[src/yolo_box_decode_unit_assert.svh]
// Assertion macros shared by the decode unit RTL.
// Each macro expects clk and rst_n in scope.
`ifndef YOLO_BOX_DECODE_UNIT_ASSERT_SVH
`define YOLO_BOX_DECODE_UNIT_ASSERT_SVH

`ifndef SYNTHESIS
`define YBD_ASSERT_IMP(label, ante, cons, msg) \
    label: assert property (@(posedge clk) disable iff (!rst_n) (ante) |-> (cons)) \
        else $error(msg);
`define YBD_ASSERT_NXT(label, ante, cons, msg) \
    label: assert property (@(posedge clk) disable iff (!rst_n) (ante) |=> (cons)) \
        else $error(msg);
`else
`define YBD_ASSERT_IMP(label, ante, cons, msg)
`define YBD_ASSERT_NXT(label, ante, cons, msg)
`endif

`endif

[src/ybd_pkg.sv]
package ybd_pkg;

    localparam int LOGIT_W   = 16;
    localparam int CH_W      = 8;
    localparam int GRID_W    = 16;
    localparam int ANCHOR_BITS = 16;
    localparam int STRIDE_W  = 7;
    localparam int OUT_W     = 33;
    localparam int SIG_W     = 17;
    localparam int PROD_W    = OUT_W + ANCHOR_BITS;
    localparam int NUM_STAGES = 5;

    localparam logic [STRIDE_W-1:0] STRIDE_RESET = 7'd8;
    localparam logic [SIG_W-1:0]    SIG_ONE      = 17'd65536;
    // (2s)^2 * anchor >> 20 is s^2 * anchor >> 18 with round half up
    localparam int SIZE_SHIFT = 18;
    localparam logic [PROD_W-1:0]   SIZE_ROUND   = PROD_W'(1) << (SIZE_SHIFT - 1);

    typedef enum logic [1:0] {
        CLS_POS,
        CLS_SIZE,
        CLS_SCORE
    } ybd_cls_t;

    typedef struct packed {
        logic [NUM_STAGES-1:0] load;
    } ybd_ctrl_t;

    function automatic ybd_cls_t classify(input logic [CH_W-1:0] ch);
        ybd_cls_t cls;
        if (ch <= CH_W'(1)) begin
            cls = CLS_POS;
        end
        else if (ch <= CH_W'(3)) begin
            cls = CLS_SIZE;
        end
        else begin
            cls = CLS_SCORE;
        end
        return cls;
    endfunction

    // Piecewise-linear sigmoid, Q8.8 in, unsigned Q1.16 out (0..65536)
    function automatic logic [SIG_W-1:0] sigmoid(input logic signed [LOGIT_W-1:0] x);
        logic [LOGIT_W-1:0] mag;
        logic [SIG_W-1:0]   s;
        mag = x[LOGIT_W-1] ? (~x + LOGIT_W'(1)) : x;
        if (mag >= LOGIT_W'(1280)) begin
            s = SIG_ONE;
        end
        else if (mag >= LOGIT_W'(608)) begin
            s = SIG_W'({mag[10:0], 3'b000}) + SIG_W'(55296);
        end
        else if (mag >= LOGIT_W'(256)) begin
            s = SIG_W'({mag[9:0], 5'b00000}) + SIG_W'(40960);
        end
        else begin
            s = SIG_W'({mag[7:0], 6'b000000}) + SIG_W'(32768);
        end
        if (x[LOGIT_W-1]) begin
            s = SIG_ONE - s;
        end
        return s;
    endfunction

endpackage

[src/ybd_datapath.sv]
module ybd_datapath (
    input  logic                                  clk,
    input  ybd_pkg::ybd_ctrl_t                    ctrl,
    input  logic [ybd_pkg::STRIDE_W-1:0]          stride_cfg,
    input  logic signed [ybd_pkg::LOGIT_W-1:0]    logit,
    input  logic [ybd_pkg::CH_W-1:0]              channel,
    input  logic signed [ybd_pkg::GRID_W-1:0]     grid_offset,
    input  logic [ybd_pkg::ANCHOR_BITS-1:0]       anchor_size,
    output logic signed [ybd_pkg::OUT_W-1:0]      decoded
);

    localparam int POS_W  = ybd_pkg::GRID_W + 10;
    localparam int PPOS_W = POS_W + ybd_pkg::STRIDE_W + 1;
    localparam int SQ_W   = 2 * ybd_pkg::SIG_W;

    // stage 1: captured input
    logic signed [ybd_pkg::LOGIT_W-1:0] s1_logit_reg;
    ybd_pkg::ybd_cls_t                  s1_cls_reg;
    logic signed [ybd_pkg::GRID_W-1:0]  s1_grid_reg;
    logic [ybd_pkg::ANCHOR_BITS-1:0]    s1_anchor_reg;

    // stage 2: sigmoid
    logic [ybd_pkg::SIG_W-1:0]          s2_sig_reg;
    logic [ybd_pkg::SIG_W-1:0]          s2_sig_next;
    ybd_pkg::ybd_cls_t                  s2_cls_reg;
    logic signed [ybd_pkg::GRID_W-1:0]  s2_grid_reg;
    logic [ybd_pkg::ANCHOR_BITS-1:0]    s2_anchor_reg;

    // stage 3: position product, or s squared, or score
    logic [ybd_pkg::OUT_W-1:0]          s3_val_reg;
    logic [ybd_pkg::OUT_W-1:0]          s3_val_next;
    ybd_pkg::ybd_cls_t                  s3_cls_reg;
    logic [ybd_pkg::ANCHOR_BITS-1:0]    s3_anchor_reg;

    // stage 4: size product
    logic [ybd_pkg::OUT_W-1:0]          s4_val_reg;
    logic [ybd_pkg::PROD_W-1:0]         s4_prod_reg;
    logic [ybd_pkg::PROD_W-1:0]         s4_prod_next;
    ybd_pkg::ybd_cls_t                  s4_cls_reg;

    // stage 5: output
    logic [ybd_pkg::OUT_W-1:0]          decoded_reg;
    logic [ybd_pkg::OUT_W-1:0]          decoded_next;

    logic signed [POS_W-1:0]            pos;
    logic signed [PPOS_W-1:0]           pos_prod;
    logic [SQ_W-1:0]                    sq;
    logic [ybd_pkg::PROD_W-1:0]         rounded;

    assign s2_sig_next = ybd_pkg::sigmoid(s1_logit_reg);

    always_comb
    begin
        pos = $signed({{2{s2_grid_reg[ybd_pkg::GRID_W-1]}}, s2_grid_reg, 8'b0})
            + $signed({9'b0, s2_sig_reg});
        // 2s: sig added a second time
        pos = pos + $signed({9'b0, s2_sig_reg});
        pos_prod = pos * $signed({1'b0, stride_cfg});
        sq = s2_sig_reg * s2_sig_reg;
        unique case (s2_cls_reg)
            ybd_pkg::CLS_POS:   s3_val_next = pos_prod[ybd_pkg::OUT_W-1:0];
            ybd_pkg::CLS_SIZE:  s3_val_next = sq[ybd_pkg::OUT_W-1:0];
            ybd_pkg::CLS_SCORE: s3_val_next = ybd_pkg::OUT_W'(s2_sig_reg);
            default:            s3_val_next = '0;
        endcase
    end

    assign s4_prod_next = s3_val_reg * s3_anchor_reg;

    always_comb
    begin
        rounded = s4_prod_reg + ybd_pkg::SIZE_ROUND;
        if (s4_cls_reg == ybd_pkg::CLS_SIZE) begin
            decoded_next = ybd_pkg::OUT_W'(rounded[ybd_pkg::PROD_W-1:ybd_pkg::SIZE_SHIFT]);
        end
        else begin
            decoded_next = s4_val_reg;
        end
    end

    always_ff @(posedge clk)
    begin
        if (ctrl.load[0]) begin
            s1_logit_reg  <= logit;
            s1_cls_reg    <= ybd_pkg::classify(channel);
            s1_grid_reg   <= grid_offset;
            s1_anchor_reg <= anchor_size;
        end
        if (ctrl.load[1]) begin
            s2_sig_reg    <= s2_sig_next;
            s2_cls_reg    <= s1_cls_reg;
            s2_grid_reg   <= s1_grid_reg;
            s2_anchor_reg <= s1_anchor_reg;
        end
        if (ctrl.load[2]) begin
            s3_val_reg    <= s3_val_next;
            s3_cls_reg    <= s2_cls_reg;
            s3_anchor_reg <= s2_anchor_reg;
        end
        if (ctrl.load[3]) begin
            s4_val_reg    <= s3_val_reg;
            s4_prod_reg   <= s4_prod_next;
            s4_cls_reg    <= s3_cls_reg;
        end
        if (ctrl.load[4]) begin
            decoded_reg   <= decoded_next;
        end
    end

    assign decoded = $signed(decoded_reg);

endmodule

[src/yolo_box_decode_unit.sv]
// From the input transaction to out_valid an item passes through five register stages:
// capture, sigmoid, first multiply, size multiply, round and select.
// Throughput: one transaction per cycle; a stall on the output backs up stage by stage,
// and the input stalls only when every stage holds an item.
// Reset (rst_n low, asynchronous): all stages empty, stride back to 8.
`include "yolo_box_decode_unit_assert.svh"

module yolo_box_decode_unit (
    input  logic                                  clk,
    input  logic                                  rst_n,
    input  logic                                  in_valid,
    output logic                                  in_stall,
    input  logic signed [ybd_pkg::LOGIT_W-1:0]    logit,
    input  logic [ybd_pkg::CH_W-1:0]              channel,
    input  logic signed [ybd_pkg::GRID_W-1:0]     grid_offset,
    input  logic [ybd_pkg::ANCHOR_BITS-1:0]       anchor_size,
    output logic                                  out_valid,
    input  logic                                  out_stall,
    output logic signed [ybd_pkg::OUT_W-1:0]      decoded,
    input  logic                                  cfg_valid,
    output logic                                  cfg_ready,
    input  logic [ybd_pkg::STRIDE_W-1:0]          stride
);

    logic [ybd_pkg::NUM_STAGES-1:0] valid_reg;
    logic [ybd_pkg::NUM_STAGES-1:0] valid_next;
    logic [ybd_pkg::STRIDE_W-1:0]   stride_reg;
    logic [ybd_pkg::STRIDE_W-1:0]   stride_next;
    ybd_pkg::ybd_ctrl_t             ctrl;

    // A stage loads when it is empty or its successor loads
    always_comb
    begin
        ctrl.load[ybd_pkg::NUM_STAGES-1] = !valid_reg[ybd_pkg::NUM_STAGES-1] || !out_stall;
        for (int i = ybd_pkg::NUM_STAGES - 2; i >= 0; i--) begin
            ctrl.load[i] = !valid_reg[i] || ctrl.load[i+1];
        end
        valid_next[0] = ctrl.load[0] ? in_valid : valid_reg[0];
        for (int i = 1; i < ybd_pkg::NUM_STAGES; i++) begin
            valid_next[i] = ctrl.load[i] ? valid_reg[i-1] : valid_reg[i];
        end
    end

    assign stride_next = cfg_valid ? stride : stride_reg;

    always_ff @(posedge clk or negedge rst_n)
    begin
        if (!rst_n) begin
            valid_reg  <= '0;
            stride_reg <= ybd_pkg::STRIDE_RESET;
        end
        else begin
            valid_reg  <= valid_next;
            stride_reg <= stride_next;
        end
    end

    assign in_stall  = !ctrl.load[0];
    assign out_valid = valid_reg[ybd_pkg::NUM_STAGES-1];
    assign cfg_ready = 1'b1;

    ybd_datapath u_datapath (
        .clk         (clk),
        .ctrl        (ctrl),
        .stride_cfg  (stride_reg),
        .logit       (logit),
        .channel     (channel),
        .grid_offset (grid_offset),
        .anchor_size (anchor_size),
        .decoded     (decoded)
    );

    `YBD_ASSERT_IMP(a_stall_only_when_full, in_stall, (&valid_reg) && out_stall, "stall with room")
    `YBD_ASSERT_IMP(a_free_output_frees_input, !out_stall, !in_stall, "stall while draining")
    `YBD_ASSERT_NXT(a_accept_fills_stage1, in_valid && !in_stall, valid_reg[0], "transaction lost")

endmodule
[config.mk]
export PLATFORM = sky130hd
export DESIGN_NAME = yolo_box_decode_unit
export DESIGN_NICKNAME = d
export VERILOG_FILES = /design/src/ybd_pkg.sv /design/src/ybd_datapath.sv /design/src/yolo_box_decode_unit.sv
export VERILOG_INCLUDE_DIRS = /design/src /design/src/src
export SDC_FILE = /design/constraint.sdc
export NUM_CORES = 2
export LEC_CHECK = 0
export BUFFER_PORTS_ARGS = -buffer_cell sky130_fd_sc_hd__buf_2
export CELL_PAD_IN_SITES_DETAIL_PLACEMENT = 1
export CELL_PAD_IN_SITES_GLOBAL_PLACEMENT = 1
export CORE_UTILIZATION = 25
export DETAILED_ROUTE_END_ITERATION = 10
export GPL_TIMING_DRIVEN = 0
export HOLD_SLACK_MARGIN = 0.15
export PLACE_DENSITY_LB_ADDON = 0.05
export SKIP_CTS_REPAIR_TIMING = 1
export SLEW_MARGIN = 20
export SYNTH_ARGS = -nofsm -noshare
export SYNTH_HDL_FRONTEND = slang
export SYNTH_HIERARCHICAL = 1
export SYNTH_SLANG_ARGS = --single-unit
export TNS_END_PERCENT = 100
[constraint.sdc]
create_clock -name clk -period 16.9 [get_ports clk]
set_input_delay 1.69 -clock clk [delete_from_list [all_inputs] [get_ports clk]]
set_output_delay 1.69 -clock clk [all_outputs]
set_load 0.05 [all_outputs]
==> impl_metrics.json <==
{
  "status": "complete, no violations",
  "cts_tree": "built",
  "synth_top_area_cell": "fa_1",
  "layout_min_cycle_time_ns": 9.377,
  "yosysMostFrequentCell": "inv_1",
  "yosys.area.top_type_share_pct": 34.82,
  "drv_cap": 0,
  "r2r_end": "u_datapath/s3_val_reg[32]$_SDFFCE_PN0P_",
  "synth_seq_area_share_pct": 21.15,
  "hpwl_mm": 99.43,
  "period_share_pct": 55.48,
  "fin_worst_skew_ns": 0.04334,
  "reg2reg_setup_slack_ns": 7.52,
  "die_height_um": 381.1,
  "crit_fanout": 7,
  "wl_per_cell_um": 21.21,
  "synth_top_family_by_area": "adder cells",
  "critPathKind": "register to register",
  "clock_sinks": 255,
  "largest_register_ffs": 33,
  "grt_max_degree": 49,
  "grt_pass1_wl_mm": 183.1,
  "path_depth": 27,
  "holdPathStages": 0,
  "num_rows": 138,
  "via_count": 24440,
  "synth_simple_gate_area_share_pct": 14.36,
  "wl_mm": 121.5,
  "synth_edf_count": 243,
  "fmax_mhz": 106.6,
  "slowest_stage": "a211oi_1",
  "r2r-start": "u_datapath/s2_sig_reg[8]$_DFFE_PP_",
  "slew_headroom_pct": 23.40,
  "drcViolationCount": 0,
  "htreeDepth": 2,
  "clk_pin_slew_ns": 0.06,
  "synthAdderAreaFrac_pct": 44.82,
  "clk_latency_ns": 0.60,
  "grt_usage_pct": 17.01,
  "synth-compound-area-share_pct": 5.756,
  "cp_top_family": "compound AO/OA/AOI/OAI gates",
  "dr.pass1.iters": 5,
  "gp_congestion": 0.7795,
  "worst-path-buf-inv": 2,
  "finalSetupTns_ns": 0,
  "netlist_top_cells_area": "fa_1 35%, edfxtp_1 20%, ha_1 10%",
  "netlist_top_cells_count": "794 x inv_1, 625 x fa_1, 529 x nand2_1",
  "layout.nets": 4791,
  "drive_gt1_share_pct": 5.162,
  "ant_nets": 0,
  "place_ws_ns": 7.069,
  "viasPerCell": 4.266,
  "fillers": 16285,
  "synthesis.nets": 4647,
  "synth_mux_area_share_pct": 0.5920,
  "synth_ff_type": "edfxtp_1",
  "synthesis.area_mm2": 0.03593,
  "io_buffers": 100,
  "slowest_delay_ns": 0.70,
  "fin_ws_ns": 7.523,
  "initial_utilization_pct": 25.28,
  "clk_path_buf_depth": 3,
  "first_global_vias": 27584,
  "yosysUniqueCellTypes": 79,
  "cts_buffers": 38,
  "max_slew.worst_pin.slew_ns": 1.149,
  "syn_inst": 3667,
  "hp-class": "register to register",
  "root_buffer": "clkbuf_16",
  "die_w_um": 381.1,
  "critical_path.startpoint": "u_datapath/s2_sig_reg[8]$_DFFE_PP_",
  "start_kind": "register",
  "async_flop_share_pct": 4.706,
  "gr-total-overflow": 0,
  "cp-endpoint": "u_datapath/s3_val_reg[32]$_SDFFCE_PN0P_",
  "fp.coreArea_mm2": 0.1421,
  "synth_xor_area_share_pct": 3.486,
  "cp.required_ns": 17.18,
  "finalHoldViolCount": 0,
  "reg2reg_depth": 27,
  "rsz0062_at_grt": "false",
  "dpl.cell_count": 5661,
  "syn_area_per_cell_um2": 9.798,
  "yosysWarnings": 6,
  "final_max_slew_viol_count": 0,
  "ys_ff_latch": 255,
  "crit_path_end_kind": "register",
  "stdcell_count": 5729,
  "syn_to_final_growth_pct": 11.77,
  "setup_viol": 0,
  "crit_arrival_ns": 9.66,
  "initialDrtViolationCount": 850,
  "io_pins": 104,
  "die-area_mm2": 0.1452,
  "antenna_found_initial": 10
}
-- cells in the final DEF (no fill, tap or decap), types with 5 or more instances in the layout --
master,netlist,layout
buf_2,6,106
o21ai_1,5,5
nand4_1,11,11
ha_1,287,287
a31oi_1,8,8
o21ai_0,69,69
o21a_1,13,13
edfxtp_1,243,243
xor2_1,48,48
dfrtp_1,11,11
nor3_1,25,25
nand3_1,27,25
a211oi_1,12,12
or3_1,7,7
mux2_1,7,7
nand2_1,529,527
a21oi_1,92,92
and3_1,16,16
o32ai_1,5,5
or2_2,5,5
xnor2_1,95,95
inv_1,794,793
o31ai_1,7,7
nor2_1,108,108
and4_1,6,6
clkbuf_1,133,137
mux2i_1,10,10
o22ai_1,11,11
o21bai_1,9,9
nor2b_1,18,18
a211o_1,7,7
a21o_1,36,36
fa_1,625,625
clkbuf_16,0,39
nand2b_1,20,20
and2_1,289,289
-- kinds of logic after synthesis --
logic type / count (synthesis)
AND/OR/NAND/NOR: 1082
adder cells (fa/ha/maj): 912
AO/OA/AOI/OAI: 318
multiplexers: 20
other: 1
buffers and inverters: 936
XOR/XNOR: 143
flip-flops: 255
-- stage by stage --
step                      hold slack (ns)  area (um^2)  util (%)
final                              0.4074        40160     28.26
after CTS                          0.3926        40140     28.25
after detailed placement           0.4052        38930     27.39
after global routing               0.4169        40150     28.25
after global placement             0.4008        38800     27.30
after floorplan                    0.4003        35930         -
-- how the worst min path moves through the flow --
stage / endpoint / slack, ns / from
finish: u_datapath/s3_anchor_reg[10]$_DFFE_PP_ / 0.41 / u_datapath/s2_anchor_reg[10]$_DFFE_PP_
global route: u_datapath/s3_anchor_reg[11]$_DFFE_PP_ / 0.42 / u_datapath/s2_anchor_reg[11]$_DFFE_PP_
CTS: u_datapath/s3_anchor_reg[10]$_DFFE_PP_ / 0.39 / u_datapath/s2_anchor_reg[10]$_DFFE_PP_
detailed placement: u_datapath/s2_anchor_reg[0]$_DFFE_PP_ / 0.41 / u_datapath/s1_anchor_reg[0]$_DFFE_PP_
global placement: u_datapath/s2_grid_reg[13]$_DFFE_PP_ / 0.40 / u_datapath/s1_grid_reg[13]$_DFFE_PP_
floorplan: u_datapath/s2_anchor_reg[0]$_DFFE_PP_ / 0.40 / u_datapath/s1_anchor_reg[0]$_DFFE_PP_
-- layer usage --
| layer | global-route usage (%) | routed length [um] | part of all wire, % |
|---|---|---|---|
| met5 | 0 | 0 | 0 |
| met4 | 3.205 | 2016 | 1.7 |
| met3 | 1.402 | 2518 | 2.1 |
| met2 | 29.72 | 59970 | 49 |
| met1 | 22.95 | 57040 | 47 |
-- worst reg2reg max path: cells and delay by family (launching register included) --
kind                     cells  cell delay (ns)
buffers and inverters        2             0.40
adder cells (fa/ha/maj)      6             2.97
AND/OR/NAND/NOR              5             1.08
XOR/XNOR                     2             0.89
AO/OA/AOI/OAI               12             3.07
flip-flops                   1             0.65
-- cell type report --
class / count / area [um^2] / area share [%]
Clock inverter: 19 / 183.9 / 0.4580
Sequential cell: 255 / 7599 / 18.92
Antenna cell: 3 / 7.507 / 0.01869
Tap cell: 1890 / 2365 / 5.889
Inverter: 794 / 2983 / 7.428
Multi-Input combinational cell: 2476 / 24840 / 61.86
Clock buffer: 46 / 1032 / 2.570
Buffer: 142 / 551.8 / 1.374
Timing Repair Buffer: 104 / 595.6 / 1.483
Power is not shown: default switching activity piles up to over one toggle a cycle in this logic, so the estimate is an artifact.
